**config.mk**
```make
export PLATFORM = sky130hd
export DESIGN_NAME = grey_world_white_balance
export DESIGN_NICKNAME = d
export VERILOG_FILES = /design/src/design/gwb_pkg.sv /design/src/design/gwb_front.sv /design/src/design/gwb_fifo.sv /design/src/design/gwb_div.sv /design/src/design/gwb_back.sv /design/src/design/grey_world_white_balance.sv
export SDC_FILE = /design/constraint.sdc
export NUM_CORES = 2
export LEC_CHECK = 0
export ABC_AREA = 1
export BUFFER_PORTS_ARGS = -buffer_cell sky130_fd_sc_hd__buf_2
export CAP_MARGIN = 10
export CORE_ASPECT_RATIO = 0.6
export CORE_MARGIN = 4
export CORE_UTILIZATION = 55
export DETAILED_ROUTE_END_ITERATION = 8
export PLACE_DENSITY_LB_ADDON = 0.12
export SLEW_MARGIN = 20
export SYNTH_ARGS = -nofsm -noshare
export SYNTH_HDL_FRONTEND = slang
export SYNTH_SLANG_ARGS = --single-unit
```
**constraint.sdc**
```tcl
create_clock -name clk -period 7.2 [get_ports clk]
set_input_delay 1.44 -clock clk [delete_from_list [all_inputs] [get_ports clk]]
set_output_delay 1.44 -clock clk [all_outputs]
set_load 0.005 [all_outputs]
```
**src/design/gwb_pkg.sv**
```systemverilog
// Shared types, constants and helper functions for the grey-world white balance block.
`timescale 1ns / 1ps
`default_nettype none
package gwb_pkg;

    localparam int MAX_WIDTH  = 4096;
    localparam int MAX_HEIGHT = 4096;
    localparam int PHASE_TOTAL = 4;

    localparam int FW_W     = 13;
    localparam int POS_W    = 12;
    localparam int SCOUNT_W = 25;
    localparam int SUM_W    = 32;
    localparam int CNT_W    = 23;
    localparam int MEAN_W   = 18;
    localparam int GAIN_W   = 16;
    localparam int SAMPLE_W = 10;
    localparam int PIXEL_W  = 15;
    localparam int CFG_W    = 18;
    localparam int IDX_W    = 3;

    // Iterative divider geometry: the widest dividend is a phase sum shifted by 8.
    localparam int DIV_N_W   = SUM_W + 8;
    localparam int DIV_D_W   = CNT_W;
    localparam int DIV_CNT_W = $clog2(DIV_N_W + 1);

    localparam logic [GAIN_W-1:0] UNITY_GAIN = GAIN_W'(4096);
    localparam logic [SUM_W-1:0]  SUM_MAX    = {SUM_W{1'b1}};
    localparam logic [CNT_W-1:0]  CNT_MAX    = {CNT_W{1'b1}};
    localparam logic [SCOUNT_W-1:0] SCOUNT_MAX = {SCOUNT_W{1'b1}};

    localparam logic OP_MEASURE = 1'b0;
    localparam logic OP_APPLY   = 1'b1;

    localparam logic KIND_PIXEL = 1'b0;
    localparam logic KIND_GAIN  = 1'b1;

    localparam logic [1:0] STATUS_OK       = 2'd0;
    localparam logic [1:0] STATUS_MISMATCH = 2'd1;
    localparam logic [1:0] STATUS_DARK     = 2'd2;

    localparam logic [1:0] PH_RED  = 2'd0;
    localparam logic [1:0] PH_GR   = 2'd1;
    localparam logic [1:0] PH_GB   = 2'd2;
    localparam logic [1:0] PH_BLUE = 2'd3;

    localparam logic [IDX_W-1:0] REG_FRAME_WIDTH  = 3'd0;
    localparam logic [IDX_W-1:0] REG_FRAME_HEIGHT = 3'd1;
    localparam logic [IDX_W-1:0] REG_BAYER_ORDER  = 3'd2;
    localparam logic [IDX_W-1:0] REG_MIN_MEAN     = 3'd3;
    localparam logic [IDX_W-1:0] REG_MIN_GAIN     = 3'd4;
    localparam logic [IDX_W-1:0] REG_MAX_GAIN     = 3'd5;

    typedef struct packed {
        logic [FW_W-1:0]   frame_width;
        logic [FW_W-1:0]   frame_height;
        logic [1:0]        bayer_order;
        logic [MEAN_W-1:0] mean_floor;
        logic [GAIN_W-1:0] gain_floor;
        logic [GAIN_W-1:0] gain_ceil;
    } cfg_t;

    // One classified sample handed from the front to the back.
    typedef struct packed {
        logic                opcode;
        logic [SAMPLE_W-1:0] sample;
        logic                last;
        logic [1:0]          phase;
        logic                mismatch;
    } cmd_t;

    function automatic logic [1:0] phase_map(input logic [1:0] order, input logic [1:0] pos);
        logic [1:0] ph;
        ph = PH_RED;
        unique case (order)
            2'd0: ph = (pos == 2'd0) ? PH_RED  : (pos == 2'd1) ? PH_GR   :
                       (pos == 2'd2) ? PH_GB   : PH_BLUE;
            2'd1: ph = (pos == 2'd0) ? PH_BLUE : (pos == 2'd1) ? PH_GB   :
                       (pos == 2'd2) ? PH_GR   : PH_RED;
            2'd2: ph = (pos == 2'd0) ? PH_GR   : (pos == 2'd1) ? PH_RED  :
                       (pos == 2'd2) ? PH_BLUE : PH_GB;
            default: ph = (pos == 2'd0) ? PH_GB : (pos == 2'd1) ? PH_BLUE :
                          (pos == 2'd2) ? PH_RED : PH_GR;
        endcase
        return ph;
    endfunction

    // Lower clamp first, then upper, so the upper bound wins when they cross.
    function automatic logic [GAIN_W-1:0] clamp_gain(input logic [DIV_N_W-1:0] g,
                                                     input logic [GAIN_W-1:0] lo,
                                                     input logic [GAIN_W-1:0] hi);
        logic [DIV_N_W-1:0] t;
        t = (g < DIV_N_W'(lo)) ? DIV_N_W'(lo) : g;
        t = (t > DIV_N_W'(hi)) ? DIV_N_W'(hi) : t;
        return t[GAIN_W-1:0];
    endfunction

endpackage
`default_nettype wire

```
**src/design/gwb_front.sv**
```systemverilog
// Front end: accepts samples, tracks raster position and frame count, classifies the phase.
`timescale 1ns / 1ps
`default_nettype none
module gwb_front
    import gwb_pkg::*;
(
    input  wire logic                clk,
    input  wire logic                rst_n,
    input  wire cfg_t                cfg,
    input  wire logic                accept,
    input  wire logic                opcode,
    input  wire logic [SAMPLE_W-1:0] sample,
    input  wire logic                last,
    output cmd_t                     cmd
);

    logic [POS_W-1:0]    col_reg, col_next;
    logic [POS_W-1:0]    row_reg, row_next;
    logic [SCOUNT_W-1:0] count_reg, count_next;
    logic [FW_W-1:0]     wlim;
    logic [2*FW_W-1:0]   frame_size;
    logic [SCOUNT_W-1:0] count_inc;
    logic [FW_W-1:0]     col_plus;

    always_comb
    begin
        if (cfg.frame_width == '0)
            wlim = FW_W'(1);
        else if (cfg.frame_width > FW_W'(MAX_WIDTH))
            wlim = FW_W'(MAX_WIDTH);
        else
            wlim = cfg.frame_width;

        frame_size = cfg.frame_width * cfg.frame_height;
        count_inc  = (count_reg == SCOUNT_MAX) ? count_reg : count_reg + 1'b1;
        col_plus   = {1'b0, col_reg} + 1'b1;

        cmd.opcode   = opcode;
        cmd.sample   = sample;
        cmd.last     = last;
        cmd.phase    = phase_map(cfg.bayer_order, {row_reg[0], col_reg[0]});
        cmd.mismatch = ((2*FW_W)'(count_inc) != frame_size);

        col_next   = col_reg;
        row_next   = row_reg;
        count_next = count_reg;
        if (accept)
        begin
            if (last)
            begin
                col_next   = '0;
                row_next   = '0;
                count_next = '0;
            end
            else
            begin
                count_next = count_inc;
                if (col_plus >= wlim)
                begin
                    col_next = '0;
                    row_next = (({1'b0, row_reg} + 1'b1) >= (POS_W+1)'(MAX_HEIGHT)) ?
                               '0 : row_reg + 1'b1;
                end
                else
                begin
                    col_next = col_plus[POS_W-1:0];
                end
            end
        end
    end

    always_ff @(posedge clk or negedge rst_n)
    begin
        if (!rst_n)
        begin
            col_reg   <= '0;
            row_reg   <= '0;
            count_reg <= '0;
        end
        else
        begin
            col_reg   <= col_next;
            row_reg   <= row_next;
            count_reg <= count_next;
        end
    end

endmodule
`default_nettype wire

```
**src/design/gwb_fifo.sv**
```systemverilog
// Four-entry command queue between the front and back ends.
`timescale 1ns / 1ps
`default_nettype none
module gwb_fifo
    import gwb_pkg::*;
(
    input  wire logic clk,
    input  wire logic rst_n,
    input  wire logic push,
    input  wire cmd_t push_data,
    output logic      full,
    input  wire logic pop,
    output logic      not_empty,
    output cmd_t      head
);

    cmd_t       mem [4];
    logic [1:0] wr_reg, wr_next;
    logic [1:0] rd_reg, rd_next;
    logic [2:0] cnt_reg, cnt_next;

    always_comb
    begin
        full      = (cnt_reg == 3'd4);
        not_empty = (cnt_reg != 3'd0);
        head      = mem[rd_reg];
        wr_next   = push ? wr_reg + 1'b1 : wr_reg;
        rd_next   = pop ? rd_reg + 1'b1 : rd_reg;
        cnt_next  = cnt_reg + {2'b00, push} - {2'b00, pop};
    end

    always_ff @(posedge clk)
    begin
        if (push)
            mem[wr_reg] <= push_data;
    end

    always_ff @(posedge clk or negedge rst_n)
    begin
        if (!rst_n)
        begin
            wr_reg  <= '0;
            rd_reg  <= '0;
            cnt_reg <= '0;
        end
        else
        begin
            wr_reg  <= wr_next;
            rd_reg  <= rd_next;
            cnt_reg <= cnt_next;
        end
    end

endmodule
`default_nettype wire

```
**src/design/gwb_div.sv**
```systemverilog
// Restoring divider, one quotient bit per cycle.
`timescale 1ns / 1ps
`default_nettype none
module gwb_div
    import gwb_pkg::*;
(
    input  wire logic               clk,
    input  wire logic               rst_n,
    input  wire logic               start,
    input  wire logic [DIV_N_W-1:0] dividend,
    input  wire logic [DIV_D_W-1:0] divisor,
    output logic                    done,
    output logic [DIV_N_W-1:0]      quotient
);

    logic [DIV_N_W-1:0]   q_reg, q_next;
    logic [DIV_D_W-1:0]   rem_reg, rem_next;
    logic [DIV_D_W-1:0]   d_reg, d_next;
    logic [DIV_CNT_W-1:0] step_reg, step_next;
    logic                 busy_reg, busy_next;
    logic                 done_reg, done_next;
    logic [DIV_D_W:0]     shifted;

    always_comb
    begin
        shifted   = {rem_reg, q_reg[DIV_N_W-1]};
        q_next    = q_reg;
        rem_next  = rem_reg;
        d_next    = d_reg;
        step_next = step_reg;
        busy_next = busy_reg;
        done_next = 1'b0;
        if (start)
        begin
            q_next    = dividend;
            rem_next  = '0;
            d_next    = divisor;
            step_next = DIV_CNT_W'(DIV_N_W);
            busy_next = 1'b1;
        end
        else if (busy_reg)
        begin
            if (shifted >= {1'b0, d_reg})
            begin
                rem_next = DIV_D_W'(shifted - {1'b0, d_reg});
                q_next   = {q_reg[DIV_N_W-2:0], 1'b1};
            end
            else
            begin
                rem_next = shifted[DIV_D_W-1:0];
                q_next   = {q_reg[DIV_N_W-2:0], 1'b0};
            end
            step_next = step_reg - 1'b1;
            if (step_reg == DIV_CNT_W'(1))
            begin
                busy_next = 1'b0;
                done_next = 1'b1;
            end
        end
        done     = done_reg;
        quotient = q_reg;
    end

    always_ff @(posedge clk)
    begin
        q_reg   <= q_next;
        rem_reg <= rem_next;
        d_reg   <= d_next;
    end

    always_ff @(posedge clk or negedge rst_n)
    begin
        if (!rst_n)
        begin
            step_reg <= '0;
            busy_reg <= 1'b0;
            done_reg <= 1'b0;
        end
        else
        begin
            step_reg <= step_next;
            busy_reg <= busy_next;
            done_reg <= done_next;
        end
    end

endmodule
`default_nettype wire

```
**src/design/gwb_back.sv**
```systemverilog
// Back end: phase accumulation, frame-end gain sequencer, gain application and result register.
`timescale 1ns / 1ps
`default_nettype none
module gwb_back
    import gwb_pkg::*;
(
    input  wire logic          clk,
    input  wire logic          rst_n,
    input  wire cfg_t          cfg,
    input  wire logic          cmd_valid,
    input  wire cmd_t          cmd,
    output logic               cmd_pop,
    output logic               out_valid,
    input  wire logic          out_stall,
    output logic               kind,
    output logic [PIXEL_W-1:0] pixel_out,
    output logic [GAIN_W-1:0]  red_gain,
    output logic [GAIN_W-1:0]  blue_gain,
    output logic [1:0]         status
);

    typedef enum logic [6:0] {
        ST_RUN        = 7'b0000001,
        ST_MEAN_ISSUE = 7'b0000010,
        ST_MEAN_WAIT  = 7'b0000100,
        ST_REF        = 7'b0001000,
        ST_GAIN_ISSUE = 7'b0010000,
        ST_GAIN_WAIT  = 7'b0100000,
        ST_FINISH     = 7'b1000000
    } state_t;

    state_t              state_reg, state_next;
    logic [SUM_W-1:0]    sum_reg [PHASE_TOTAL];
    logic [SUM_W-1:0]    sum_next [PHASE_TOTAL];
    logic [CNT_W-1:0]    cnt_reg [PHASE_TOTAL];
    logic [CNT_W-1:0]    cnt_next [PHASE_TOTAL];
    logic [MEAN_W-1:0]   mean_reg [PHASE_TOTAL];
    logic [MEAN_W-1:0]   mean_next [PHASE_TOTAL];
    logic [1:0]          idx_reg, idx_next;
    logic [MEAN_W-1:0]   ref_reg, ref_next;
    logic [GAIN_W-1:0]   rg_reg, rg_next;
    logic [GAIN_W-1:0]   bg_reg, bg_next;
    logic [GAIN_W-1:0]   new_rg_reg, new_rg_next;
    logic [GAIN_W-1:0]   new_bg_reg, new_bg_next;
    logic [1:0]          fstat_reg, fstat_next;

    logic                ov_reg, ov_next;
    logic                kind_reg, kind_next;
    logic [PIXEL_W-1:0]  pix_reg, pix_next;
    logic [GAIN_W-1:0]   org_reg, org_next;
    logic [GAIN_W-1:0]   obg_reg, obg_next;
    logic [1:0]          ost_reg, ost_next;

    logic                out_free;
    logic                div_start;
    logic [DIV_N_W-1:0]  div_n;
    logic [DIV_D_W-1:0]  div_d;
    logic                div_done;
    logic [DIV_N_W-1:0]  div_q;

    logic [SUM_W:0]      sum_add;
    logic [GAIN_W-1:0]   app_gain;
    logic [SAMPLE_W+GAIN_W:0] app_prod;
    logic [MEAN_W:0]     ref_sum;
    logic [MEAN_W-1:0]   ref_val;
    logic [1:0]          gain_ph;
    logic [MEAN_W-1:0]   mean_eff;

    gwb_div u_div (
        .clk      (clk),
        .rst_n    (rst_n),
        .start    (div_start),
        .dividend (div_n),
        .divisor  (div_d),
        .done     (div_done),
        .quotient (div_q)
    );

    always_comb
    begin
        out_free = !ov_reg || !out_stall;

        state_next  = state_reg;
        idx_next    = idx_reg;
        ref_next    = ref_reg;
        rg_next     = rg_reg;
        bg_next     = bg_reg;
        new_rg_next = new_rg_reg;
        new_bg_next = new_bg_reg;
        fstat_next  = fstat_reg;
        for (int i = 0; i < PHASE_TOTAL; i++)
        begin
            sum_next[i]  = sum_reg[i];
            cnt_next[i]  = cnt_reg[i];
            mean_next[i] = mean_reg[i];
        end

        ov_next   = ov_reg && out_stall;
        kind_next = kind_reg;
        pix_next  = pix_reg;
        org_next  = org_reg;
        obg_next  = obg_reg;
        ost_next  = ost_reg;

        div_start = 1'b0;
        div_n     = '0;
        div_d     = '0;
        cmd_pop   = 1'b0;

        sum_add  = {1'b0, sum_reg[cmd.phase]} + (SUM_W+1)'(cmd.sample);
        app_gain = (cmd.phase == PH_RED) ? rg_reg :
                   (cmd.phase == PH_BLUE) ? bg_reg : UNITY_GAIN;
        // The product plus rounding never reaches 2^27, so the shifted value
        // always fits the 15-bit pixel range and no saturation is needed.
        app_prod = (SAMPLE_W+GAIN_W+1)'(cmd.sample) * (SAMPLE_W+GAIN_W+1)'(app_gain)
                   + (SAMPLE_W+GAIN_W+1)'(2048);

        ref_sum = {1'b0, mean_reg[PH_GR]} + {1'b0, mean_reg[PH_GB]};
        ref_val = ref_sum[MEAN_W:1];
        gain_ph = (idx_reg[0] == 1'b0) ? PH_RED : PH_BLUE;
        mean_eff = (mean_reg[gain_ph] < cfg.mean_floor) ? ref_reg : mean_reg[gain_ph];

        unique case (state_reg)
            ST_RUN:
            begin
                if (cmd_valid && (cmd.opcode == OP_MEASURE || out_free))
                begin
                    cmd_pop = 1'b1;
                    if (cmd.opcode == OP_MEASURE)
                    begin
                        sum_next[cmd.phase] = sum_add[SUM_W] ? SUM_MAX : sum_add[SUM_W-1:0];
                        if (cnt_reg[cmd.phase] != CNT_MAX)
                            cnt_next[cmd.phase] = cnt_reg[cmd.phase] + 1'b1;
                        if (cmd.last)
                        begin
                            new_rg_next = UNITY_GAIN;
                            new_bg_next = UNITY_GAIN;
                            idx_next    = '0;
                            if (cmd.mismatch)
                            begin
                                fstat_next = STATUS_MISMATCH;
                                state_next = ST_FINISH;
                            end
                            else
                            begin
                                fstat_next = STATUS_OK;
                                state_next = ST_MEAN_ISSUE;
                            end
                        end
                    end
                    else
                    begin
                        ov_next   = 1'b1;
                        kind_next = KIND_PIXEL;
                        pix_next  = app_prod[PIXEL_W+11:12];
                        org_next  = rg_reg;
                        obg_next  = bg_reg;
                        ost_next  = (cmd.last && cmd.mismatch) ? STATUS_MISMATCH : STATUS_OK;
                    end
                end
            end
            ST_MEAN_ISSUE:
            begin
                if (cnt_reg[idx_reg] == '0)
                begin
                    mean_next[idx_reg] = '0;
                    idx_next = idx_reg + 1'b1;
                    if (idx_reg == PH_BLUE)
                        state_next = ST_REF;
                end
                else
                begin
                    div_start  = 1'b1;
                    div_n      = {sum_reg[idx_reg], 8'd0};
                    div_d      = cnt_reg[idx_reg];
                    state_next = ST_MEAN_WAIT;
                end
            end
            ST_MEAN_WAIT:
            begin
                if (div_done)
                begin
                    // Means stay below 1024 in Q.8, so the low bits hold the whole value.
                    mean_next[idx_reg] = div_q[MEAN_W-1:0];
                    idx_next = idx_reg + 1'b1;
                    state_next = (idx_reg == PH_BLUE) ? ST_REF : ST_MEAN_ISSUE;
                end
            end
            ST_REF:
            begin
                ref_next = ref_val;
                idx_next = '0;
                if (ref_val < cfg.mean_floor)
                begin
                    fstat_next = STATUS_DARK;
                    state_next = ST_FINISH;
                end
                else
                begin
                    state_next = ST_GAIN_ISSUE;
                end
            end
            ST_GAIN_ISSUE:
            begin
                if (mean_eff == '0)
                begin
                    if (idx_reg[0] == 1'b0)
                        new_rg_next = clamp_gain(DIV_N_W'(cfg.gain_ceil), cfg.gain_floor,
                                                 cfg.gain_ceil);
                    else
                        new_bg_next = clamp_gain(DIV_N_W'(cfg.gain_ceil), cfg.gain_floor,
                                                 cfg.gain_ceil);
                    idx_next   = idx_reg + 1'b1;
                    state_next = (idx_reg[0] == 1'b1) ? ST_FINISH : ST_GAIN_ISSUE;
                end
                else
                begin
                    div_start  = 1'b1;
                    div_n      = DIV_N_W'({ref_reg, 12'd0}) + DIV_N_W'(mean_eff >> 1);
                    div_d      = DIV_D_W'(mean_eff);
                    state_next = ST_GAIN_WAIT;
                end
            end
            ST_GAIN_WAIT:
            begin
                if (div_done)
                begin
                    if (idx_reg[0] == 1'b0)
                        new_rg_next = clamp_gain(div_q, cfg.gain_floor, cfg.gain_ceil);
                    else
                        new_bg_next = clamp_gain(div_q, cfg.gain_floor, cfg.gain_ceil);
                    idx_next   = idx_reg + 1'b1;
                    state_next = (idx_reg[0] == 1'b1) ? ST_FINISH : ST_GAIN_ISSUE;
                end
            end
            ST_FINISH:
            begin
                if (out_free)
                begin
                    ov_next   = 1'b1;
                    kind_next = KIND_GAIN;
                    pix_next  = '0;
                    org_next  = new_rg_reg;
                    obg_next  = new_bg_reg;
                    ost_next  = fstat_reg;
                    rg_next   = new_rg_reg;
                    bg_next   = new_bg_reg;
                    for (int i = 0; i < PHASE_TOTAL; i++)
                    begin
                        sum_next[i] = '0;
                        cnt_next[i] = '0;
                    end
                    state_next = ST_RUN;
                end
            end
            default:
            begin
                state_next = ST_RUN;
            end
        endcase

        out_valid = ov_reg;
        kind      = kind_reg;
        pixel_out = pix_reg;
        red_gain  = org_reg;
        blue_gain = obg_reg;
        status    = ost_reg;
    end

    always_ff @(posedge clk)
    begin
        kind_reg   <= kind_next;
        pix_reg    <= pix_next;
        org_reg    <= org_next;
        obg_reg    <= obg_next;
        ost_reg    <= ost_next;
        ref_reg    <= ref_next;
        new_rg_reg <= new_rg_next;
        new_bg_reg <= new_bg_next;
        fstat_reg  <= fstat_next;
        idx_reg    <= idx_next;
        for (int i = 0; i < PHASE_TOTAL; i++)
            mean_reg[i] <= mean_next[i];
    end

    always_ff @(posedge clk or negedge rst_n)
    begin
        if (!rst_n)
        begin
            state_reg <= ST_RUN;
            ov_reg    <= 1'b0;
            rg_reg    <= UNITY_GAIN;
            bg_reg    <= UNITY_GAIN;
            for (int i = 0; i < PHASE_TOTAL; i++)
            begin
                sum_reg[i] <= '0;
                cnt_reg[i] <= '0;
            end
        end
        else
        begin
            state_reg <= state_next;
            ov_reg    <= ov_next;
            rg_reg    <= rg_next;
            bg_reg    <= bg_next;
            for (int i = 0; i < PHASE_TOTAL; i++)
            begin
                sum_reg[i] <= sum_next[i];
                cnt_reg[i] <= cnt_next[i];
            end
        end
    end

endmodule
`default_nettype wire

```
**src/design/grey_world_white_balance.sv**
```systemverilog
// Top level of the grey-world automatic white balance block for raw Bayer samples.
//
//   Channel   Handshake              Payload
//   -------   --------------------   --------------------------------------------
//   input     in_valid/in_stall      opcode, sample, last
//   output    out_valid/out_stall    kind, pixel_out, red_gain, blue_gain, status
//   config    cfg_we                 cfg_index, cfg_data
//
// Measure and apply samples need no divider work in the back end, so the block
// sustains one transaction per clock while no stalled result holds back apply
// samples. A measure sample marked last starts the gain sequencer: up to four
// mean divisions and two gain divisions in the shared bit-serial divider,
// during which the four-entry queue fills and then stalls the input. Reset is
// asynchronous and active low; it restores the register defaults and unity gains.
// A stalled result holds in the output register while the back end may still
// absorb measure samples.
`timescale 1ns / 1ps
`default_nettype none
module grey_world_white_balance
    import gwb_pkg::*;
(
    input  wire logic                clk,
    input  wire logic                rst_n,
    input  wire logic                in_valid,
    output logic                     in_stall,
    input  wire logic                opcode,
    input  wire logic [SAMPLE_W-1:0] sample,
    input  wire logic                last,
    output logic                     out_valid,
    input  wire logic                out_stall,
    output logic                     kind,
    output logic [PIXEL_W-1:0]       pixel_out,
    output logic [GAIN_W-1:0]        red_gain,
    output logic [GAIN_W-1:0]        blue_gain,
    output logic [1:0]               status,
    input  wire logic                cfg_we,
    input  wire logic [IDX_W-1:0]    cfg_index,
    input  wire logic [CFG_W-1:0]    cfg_data
);

    cfg_t cfg_reg, cfg_next;
    logic accept;
    logic q_full;
    logic q_valid;
    logic q_pop;
    cmd_t front_cmd;
    cmd_t q_head;

    // Configuration registers; unknown indexes are ignored.
    always_comb
    begin
        cfg_next = cfg_reg;
        if (cfg_we)
        begin
            unique case (cfg_index)
                REG_FRAME_WIDTH:  cfg_next.frame_width  = cfg_data[FW_W-1:0];
                REG_FRAME_HEIGHT: cfg_next.frame_height = cfg_data[FW_W-1:0];
                REG_BAYER_ORDER:  cfg_next.bayer_order  = cfg_data[1:0];
                REG_MIN_MEAN:     cfg_next.mean_floor   = cfg_data[MEAN_W-1:0];
                REG_MIN_GAIN:     cfg_next.gain_floor   = cfg_data[GAIN_W-1:0];
                REG_MAX_GAIN:     cfg_next.gain_ceil    = cfg_data[GAIN_W-1:0];
                default:          cfg_next = cfg_reg;
            endcase
        end
        in_stall = q_full;
        accept   = in_valid && !q_full;
    end

    always_ff @(posedge clk or negedge rst_n)
    begin
        if (!rst_n)
        begin
            cfg_reg.frame_width  <= FW_W'(4096);
            cfg_reg.frame_height <= FW_W'(4096);
            cfg_reg.bayer_order  <= 2'd0;
            cfg_reg.mean_floor   <= MEAN_W'(256);
            cfg_reg.gain_floor   <= GAIN_W'(2048);
            cfg_reg.gain_ceil    <= GAIN_W'(16384);
        end
        else
        begin
            cfg_reg <= cfg_next;
        end
    end

    // Front end classifies each transaction by phase and frame count.
    gwb_front u_front (
        .clk    (clk),
        .rst_n  (rst_n),
        .cfg    (cfg_reg),
        .accept (accept),
        .opcode (opcode),
        .sample (sample),
        .last   (last),
        .cmd    (front_cmd)
    );

    gwb_fifo u_fifo (
        .clk       (clk),
        .rst_n     (rst_n),
        .push      (accept),
        .push_data (front_cmd),
        .full      (q_full),
        .pop       (q_pop),
        .not_empty (q_valid),
        .head      (q_head)
    );

    // Back end accumulates, computes gains at frame end, and applies them.
    gwb_back u_back (
        .clk       (clk),
        .rst_n     (rst_n),
        .cfg       (cfg_reg),
        .cmd_valid (q_valid),
        .cmd       (q_head),
        .cmd_pop   (q_pop),
        .out_valid (out_valid),
        .out_stall (out_stall),
        .kind      (kind),
        .pixel_out (pixel_out),
        .red_gain  (red_gain),
        .blue_gain (blue_gain),
        .status    (status)
    );

endmodule
`default_nettype wire
```
Word-level counts from Yosys, hierarchy flattened

Memories as Yosys holds them, arrays and structs flattened.
Index checks and enable logic that the tools add are counted.
Widths: inputs -> output; s select.

Flip-flop bits (word level): 592
RAM bits: 132
Memories kept: 2

$add $sub $neg: 16
$mul: 2
Magnitude comparators: 14
Equal/unequal tests: 40
Muxes and demuxes: 154
Bitwise logic cells: 5
Reductions and logical operators: 42

Memories:

| memory          | words | bits a word | rd ports | clocked after Yosys merged registers in | write ports | line           | source |
|---|---|---|---|---|---|---|---|
| u_back.mean_reg | 4     | 18          | 5        | 0                                       | 4           | gwb_back.sv:37 | `logic [MEAN_W-1:0] mean_reg [PHASE_TOTAL];` |
| u_fifo.mem      | 4     | 15          | 1        | 0                                       | 1           | gwb_fifo.sv:17 | `cmd_t mem [4];` |

Operators with widths:

| kind             | number |
|---|---|
| $mux 128         | 3 |
| $mux 92          | 4 |
| $mux 16          | 22 |
| $pmux 128 s2     | 1 |
| $mux 40          | 5 |
| $mux 32          | 6 |
| $pmux 92 s2      | 1 |
| $mux 23          | 7 |
| $mux 72          | 2 |
| $pmux 72 s2      | 1 |
| $bmux 32 s2      | 2 |
| $bwmux 128       | 1 |
| $pmux 16 s3      | 2 |
| $bmux 23 s2      | 2 |
| $bwmux 92        | 1 |
| $mux 7           | 12 |
| $gt 40x16->1     | 2 |
| $pmux 40 s2      | 1 |
| $and 72x72->72   | 1 |
| $bwmux 72        | 1 |
| $not 72->72      | 1 |
| $demux 32 s2     | 1 |
| $pmux 16 s2      | 2 |
| $mux 12          | 5 |
| 79 further kinds | 187 |

Depth between registers and ports, before layout

An unclocked memory read counts as a cell.

Word-level depth: 11
Gate-level depth with buffers: 34
Mapped depth without buffers: 30

Cells and area by module

From an unflattened synthesis, not the netlist that was laid out.

Cell total of the unflattened synthesis: 7052
Area, all modules: 53872.9 um^2

By module, submodules not included:

| module                   | instances | cells each | area an instance (um^2) | seq. area each (um^2) |
|---|---|---|---|---|
| gwb_back                 | 1         | 4217       | 32407.3                 | 11795.1 |
| gwb_front                | 1         | 1456       | 9909.5                  | 1226.2 |
| gwb_div                  | 1         | 746        | 5461.5                  | 2552.4 |
| grey_world_white_balance | 1         | 351        | 3121.7                  | 1958.1 |
| gwb_fifo                 | 1         | 282        | 2972.9                  | 1976.9 |

Worst setup path before layout

OpenSTA, ideal clock, no wires.

Path type: reg-to-reg
From: register u_fifo.rd_reg[0]
To: register u_back.pix_reg[8], in the netlist u_back.pixel_out[8] (data pin)
Arrival: 6003 ps
Required time: 6939 ps
Setup slack: 936 ps
Cell stages (with the launch flop): 30
Buffers on the path: 6
Period minus slack after synthesis: 6264 ps
Path through: dfrtp_1 -> inv_2 -> buf_6 -> nand2_4 -> nand3_4 -> nand2_4 -> nand2_4 -> buf_6 -> buf_8 -> buf_8 -> buf_6 -> clkbuf_1 -> o22ai_1 -> inv_1 -> nor2_1 -> fa_1 -> fa_1 -> fa_1 -> fa_1 -> inv_1 -> fa_1 -> inv_1 -> ha_1 -> a21oi_1 -> o21ai_0 -> a21oi_1 -> o221a_2 -> o21ai_0 -> o21ai_0 -> a21oi_1

Word-level cells in the longest chain between the ends: 9
Elaborated cells between the ends (all ways): 10
Those cells by class: 1 x add/sub; 1 x mul; 1 x eq/ne; 5 x mux; 1 x reduce/logical; 1 x memory

RTL lines:

| what                   | line            | source |
|---|---|---|
| from (decl)            | gwb_fifo.sv:19  | `logic [1:0] rd_reg, rd_next;` |
| from (signal assigned) | gwb_fifo.sv:49  | `rd_reg <= rd_next;` |
| $mem_v2 4x15 (*)       | n/a             |  |
| $eq 2x2->1             | gwb_back.sv:112 | `(cmd.phase == PH_BLUE) ? bg_reg : UNITY_GAIN;` |
| $mux 16                | gwb_back.sv:112 |  |
| $mux 16                | gwb_back.sv:111 | `app_gain = (cmd.phase == PH_RED) ? rg_reg :` |
| $mul 10x16->26 (*)     | gwb_back.sv:115 | `app_prod = (SAMPLE_W+GAIN_W+1)'(cmd.sample) * (SAMPLE_W+GAIN_W+1)'(app_gain)` |
| $add 26x12->27 (*)     | gwb_back.sv:116 | `+ (SAMPLE_W+GAIN_W+1)'(2048);` |
| $mux 15 (*)            | gwb_back.sv:129 | `if (cmd.opcode == OP_MEASURE)` |
| $mux 15 (*)            | gwb_back.sv:126 | `if (cmd_valid && (cmd.opcode == OP_MEASURE \|\| out_free))` |
| $pmux 15 s2 (*)        | gwb_back.sv:123 | `unique case (state_reg)` |
| to (signal assigned)   | gwb_back.sv:273 | `pix_reg <= pix_next;` |
| to (decl)              | gwb_back.sv:49  | `logic [PIXEL_W-1:0] pix_reg, pix_next;` |

Every way passes the cells marked *; elsewhere a longest branch is shown, timed or not. The select of a mux whose other input is x is not followed.
A chain may end at the register's enable or synchronous reset.

Final worst setup path

From: register u_fifo.rd_reg[0]
To: register u_back.pix_reg[14], in the netlist u_back.pixel_out[14] (data pin)

Same word-level chain as after synthesis.

==> implementation parameters <==
Parameter                              Value

Worst setup path
  CP endpoint kind ... flip-flop
  Kind of critical path ... reg -> reg
  Max FO, Critical Path ... 9
  Slack of the worst reg-to-reg path ... 0.61 ns
  Kind of launch point of the worst setup path ... flip-flop
  Crit path required time ... 7.64 ns
  Data arrival at the endpoint of the critical path ... 7.03 ns
  Slowest CP cell ... sky130_fd_sc_hd__o22ai_1
  Worst path max stage delay ... 0.63 ns

Outcome
  Run status ... finished clean

Finish
  Filler Cells Inserted ... 8,602
  Finished Layout Cells ... 7,863
  Layout cells sized above 1 ... 7.53%
  Final core area utilization ... 59.9%
  Synthesis-to-finish area growth ... 7.46%
  Final antenna diode count ... 0
  Final net count ... 7,154
  Flip-flop count of the largest register after layout ... 128

GRT
  Overall fraction of global-route tracks in use ... 33.1%
  Congestion Overflow GR ... 0
  Grt peak-use layer ... met1
  Met3 global-route usage ... 10.4%
  Vias in the first global route ... 42,600
  GR met2 Demand/Resource ... 44.5%
  Global-route wire length before repair ... 259 mm
  Maximum number of pins on one net before global-route repair ... 165
  Met1 Usage GRT ... 52.0%
  Antenna violations before repair ... 5

Routing
  Total DRC errors in the routed layout ... 0
  Vias per Instance ... 5.84
  Routed length per instance ... 21.4 microns
  Detailed-router iteration count before antenna repair ... 8
  Post-Route WL ... 168 mm
  Total via count in the routed design ... 45,900
  Antenna Nets Post-Route ... 0
  Number of violations reported at the end of detailed-routing iteration 0 ... 5,806

Yosys
  Most numerous cell types in the synthesized netlist ... 1,680 x sky130_fd_sc_hd__nand2_1, 907 x sky130_fd_sc_hd__inv_1, 526 x sky130_fd_sc_hd__o21ai_0
  Unique cell type count in the Yosys netlist ... 70
  Share of synthesized flip-flops with an asynchronous set or reset ... 55.5%
  Area of the mapped netlist ... 52,600 sq um
  Count of flip-flops with a built-in enable after synthesis ... 299
  Flop and latch count out of synthesis ... 724
  Primary flip-flop cell chosen by synthesis mapping ... sky130_fd_sc_hd__dfrtp_1
  Yosys Warn Count ... 0
  Area fraction of the dominant cell type after synthesis ... 18.8%
  Synth Area per Inst ... 8.01 sq um
  Top cell type by total area after synthesis ... sky130_fd_sc_hd__dfrtp_1
  Register area share after synthesis ... 37.1%
  Number of instances in the synthesized netlist ... 6,566
  Cells taking the most area after synthesis ... sky130_fd_sc_hd__dfrtp_1 19%, sky130_fd_sc_hd__edfxtp_1 17%, sky130_fd_sc_hd__nand2_1 12%, sky130_fd_sc_hd__fa_1 9.0%, sky130_fd_sc_hd__ha_1 7.7%
  Most used standard cell by instance count after synthesis ... sky130_fd_sc_hd__nand2_1
  Nets in the synthesized netlist ... 7,165

Clocking
  Post-cts hold buffer count ... 0
  Post CTS Setup Buffer Count ... 0
  Number of gates resized after cts ... 0
  CTS root buf ... sky130_fd_sc_hd__clkbuf_16
  Clock Latency Late Sink ... 0.69 ns
  CTS tree ... done
  Number of clock sinks seen by CTS ... 724
  Total number of H-tree levels ... 3
  Reg clk slew, reported paths ... 0.06 ns
  Clock buffers created by TritonCTS ... 74
  CTS max path bufs ... 3

Placed design
  Total instance count after detailed placement ... 7,725
  Setup slack after placement ... 0.777 ns
  Port-buffer cells ... 89
  Detailed placement HPWL ... 124 mm
  RePlAce Congestion ... 0.991

Floorplan
  Top Ports ... 90
  Area of the core ... 94,400 sq um
  Placement Rows ... 87
  Die extent in y ... 247 microns
  Die area ... 101,000 sq um
  Starting density of the core ... 55.7%
  Die outline width ... 407 microns

Timing
  Number of endpoints with negative hold slack in the final report ... 0
  Unrepaired setup endpoints after global routing ... false
  Min cycle time layout ... 6.59 ns
  Final setup violation count ... 0
  Worst clock skew ... 0.0309 ns
  Worst setup slack after layout ... 0.609 ns
  Share of the clock period used by the worst path ... 91.5%
  Max-slew violation total from the final report ... 0
  Pin slew with the least headroom to its limit ... 1.12 ns
  Slew margin rel. ... 25.2%
  Summed negative setup slack over all endpoints ... 0 ns
  FMAX ... 0.152 GHz

Flow run
  Reported max-cap violation count ... 0

Min path
  Class of the most critical hold timing path ... reg -> reg
-- cells by family (layout without fill, tap and decap cells) --
logic type / after synthesis / after routing / share of synthesized area (%)
AND/OR/NAND/NOR: 2754 / 2754 / 22.2
AO/OA/AOI/OAI: 1201 / 1201 / 12.8
buffers and inverters: 1197 / 1248 / 8.95
flip-flops: 724 / 724 / 37.1
adder cells (fa/ha/maj): 561 / 561 / 16.7
XOR/XNOR: 129 / 129 / 2.15
-- layout make-up --
class	count	area (sq um)	area share, %
clock buffers	92	1960	3.47
clock inverters	46	455	0.806
inverters	942	3540	6.26
multi-input cells	4645	28400	50.3
flip-flops and latches	724	19500	34.5
well taps	1246	1560	2.76
repair buffers	168	1070	1.90
-- path summary, 6_finish.rpt --
check | start | end | cells past startpoint
max | u_fifo.rd_reg[0] | u_back.pixel_out[14] | 25
min | u_back.cnt_reg[43] | u_back.cnt_reg[43] | 2
max reg2reg | u_fifo.rd_reg[0] | u_back.pixel_out[14] | 25
min reg2reg | u_back.cnt_reg[43] | u_back.cnt_reg[43] | 2
max in group asynchronous | rst_n | u_back.cnt_reg[77] | 2
min in group asynchronous | rst_n | u_back.sum_reg[8] | 1
-- routing by layer --
layer | vias to the layer above | wire [microns]
li1 | 21400 | -
met1 | 22000 | 77700
met2 | 2310 | 65600
met3 | 182 | 22000
met4 | 6 | 2530
met5 | - | 40
-- stage by stage --
stage                     hold slack [ns]  area (sq um)
after floorplan                     0.442         52600
after global placement              0.456         54100
after detailed placement            0.463         54100
after CTS                           0.481         56500
after global routing                0.500         56500
final                               0.481         56500
-- cells in the final DEF, fill, tap and decap left out, types with 13 or more instances in the layout --
master / n
sky130_fd_sc_hd__clkinv_1: 22
sky130_fd_sc_hd__o22ai_1: 71
sky130_fd_sc_hd__nand3_2: 23
sky130_fd_sc_hd__nor4_1: 18
sky130_fd_sc_hd__nor3_1: 46
sky130_fd_sc_hd__nor2_1: 467
sky130_fd_sc_hd__inv_1: 904
sky130_fd_sc_hd__nand3_1: 300
sky130_fd_sc_hd__clkinv_2: 14
sky130_fd_sc_hd__clkbuf_16: 74
sky130_fd_sc_hd__or2_2: 63
sky130_fd_sc_hd__clkbuf_1: 14
sky130_fd_sc_hd__fa_1: 237
sky130_fd_sc_hd__o22ai_2: 32
sky130_fd_sc_hd__nor2_2: 15
sky130_fd_sc_hd__buf_4: 77
sky130_fd_sc_hd__ha_1: 324
sky130_fd_sc_hd__o21a_1: 13
sky130_fd_sc_hd__edfxtp_1: 299
sky130_fd_sc_hd__o21ai_0: 525
sky130_fd_sc_hd__dfxtp_1: 23
sky130_fd_sc_hd__xor2_1: 96
sky130_fd_sc_hd__buf_2: 88
sky130_fd_sc_hd__o21ai_1: 47
sky130_fd_sc_hd__inv_2: 26
sky130_fd_sc_hd__a21oi_1: 386
sky130_fd_sc_hd__dfrtp_1: 394
sky130_fd_sc_hd__o211ai_1: 33
sky130_fd_sc_hd__nand2_1: 1677
sky130_fd_sc_hd__xnor2_1: 33
sky130_fd_sc_hd__nand4_1: 88
-- critical path, delay by kind of cell (launching register included) --
kind                     cells  cell delay, ns
AO/OA/AOI/OAI                5            1.42
flip-flops                   1            0.45
adder cells (fa/ha/maj)      6            2.93
AND/OR/NAND/NOR              8            0.84
buffers and inverters        6            0.73
Power is left out: the tool's default activity adds up to more than one toggle a clock period on the data nets, which glitch-free logic cannot reach.
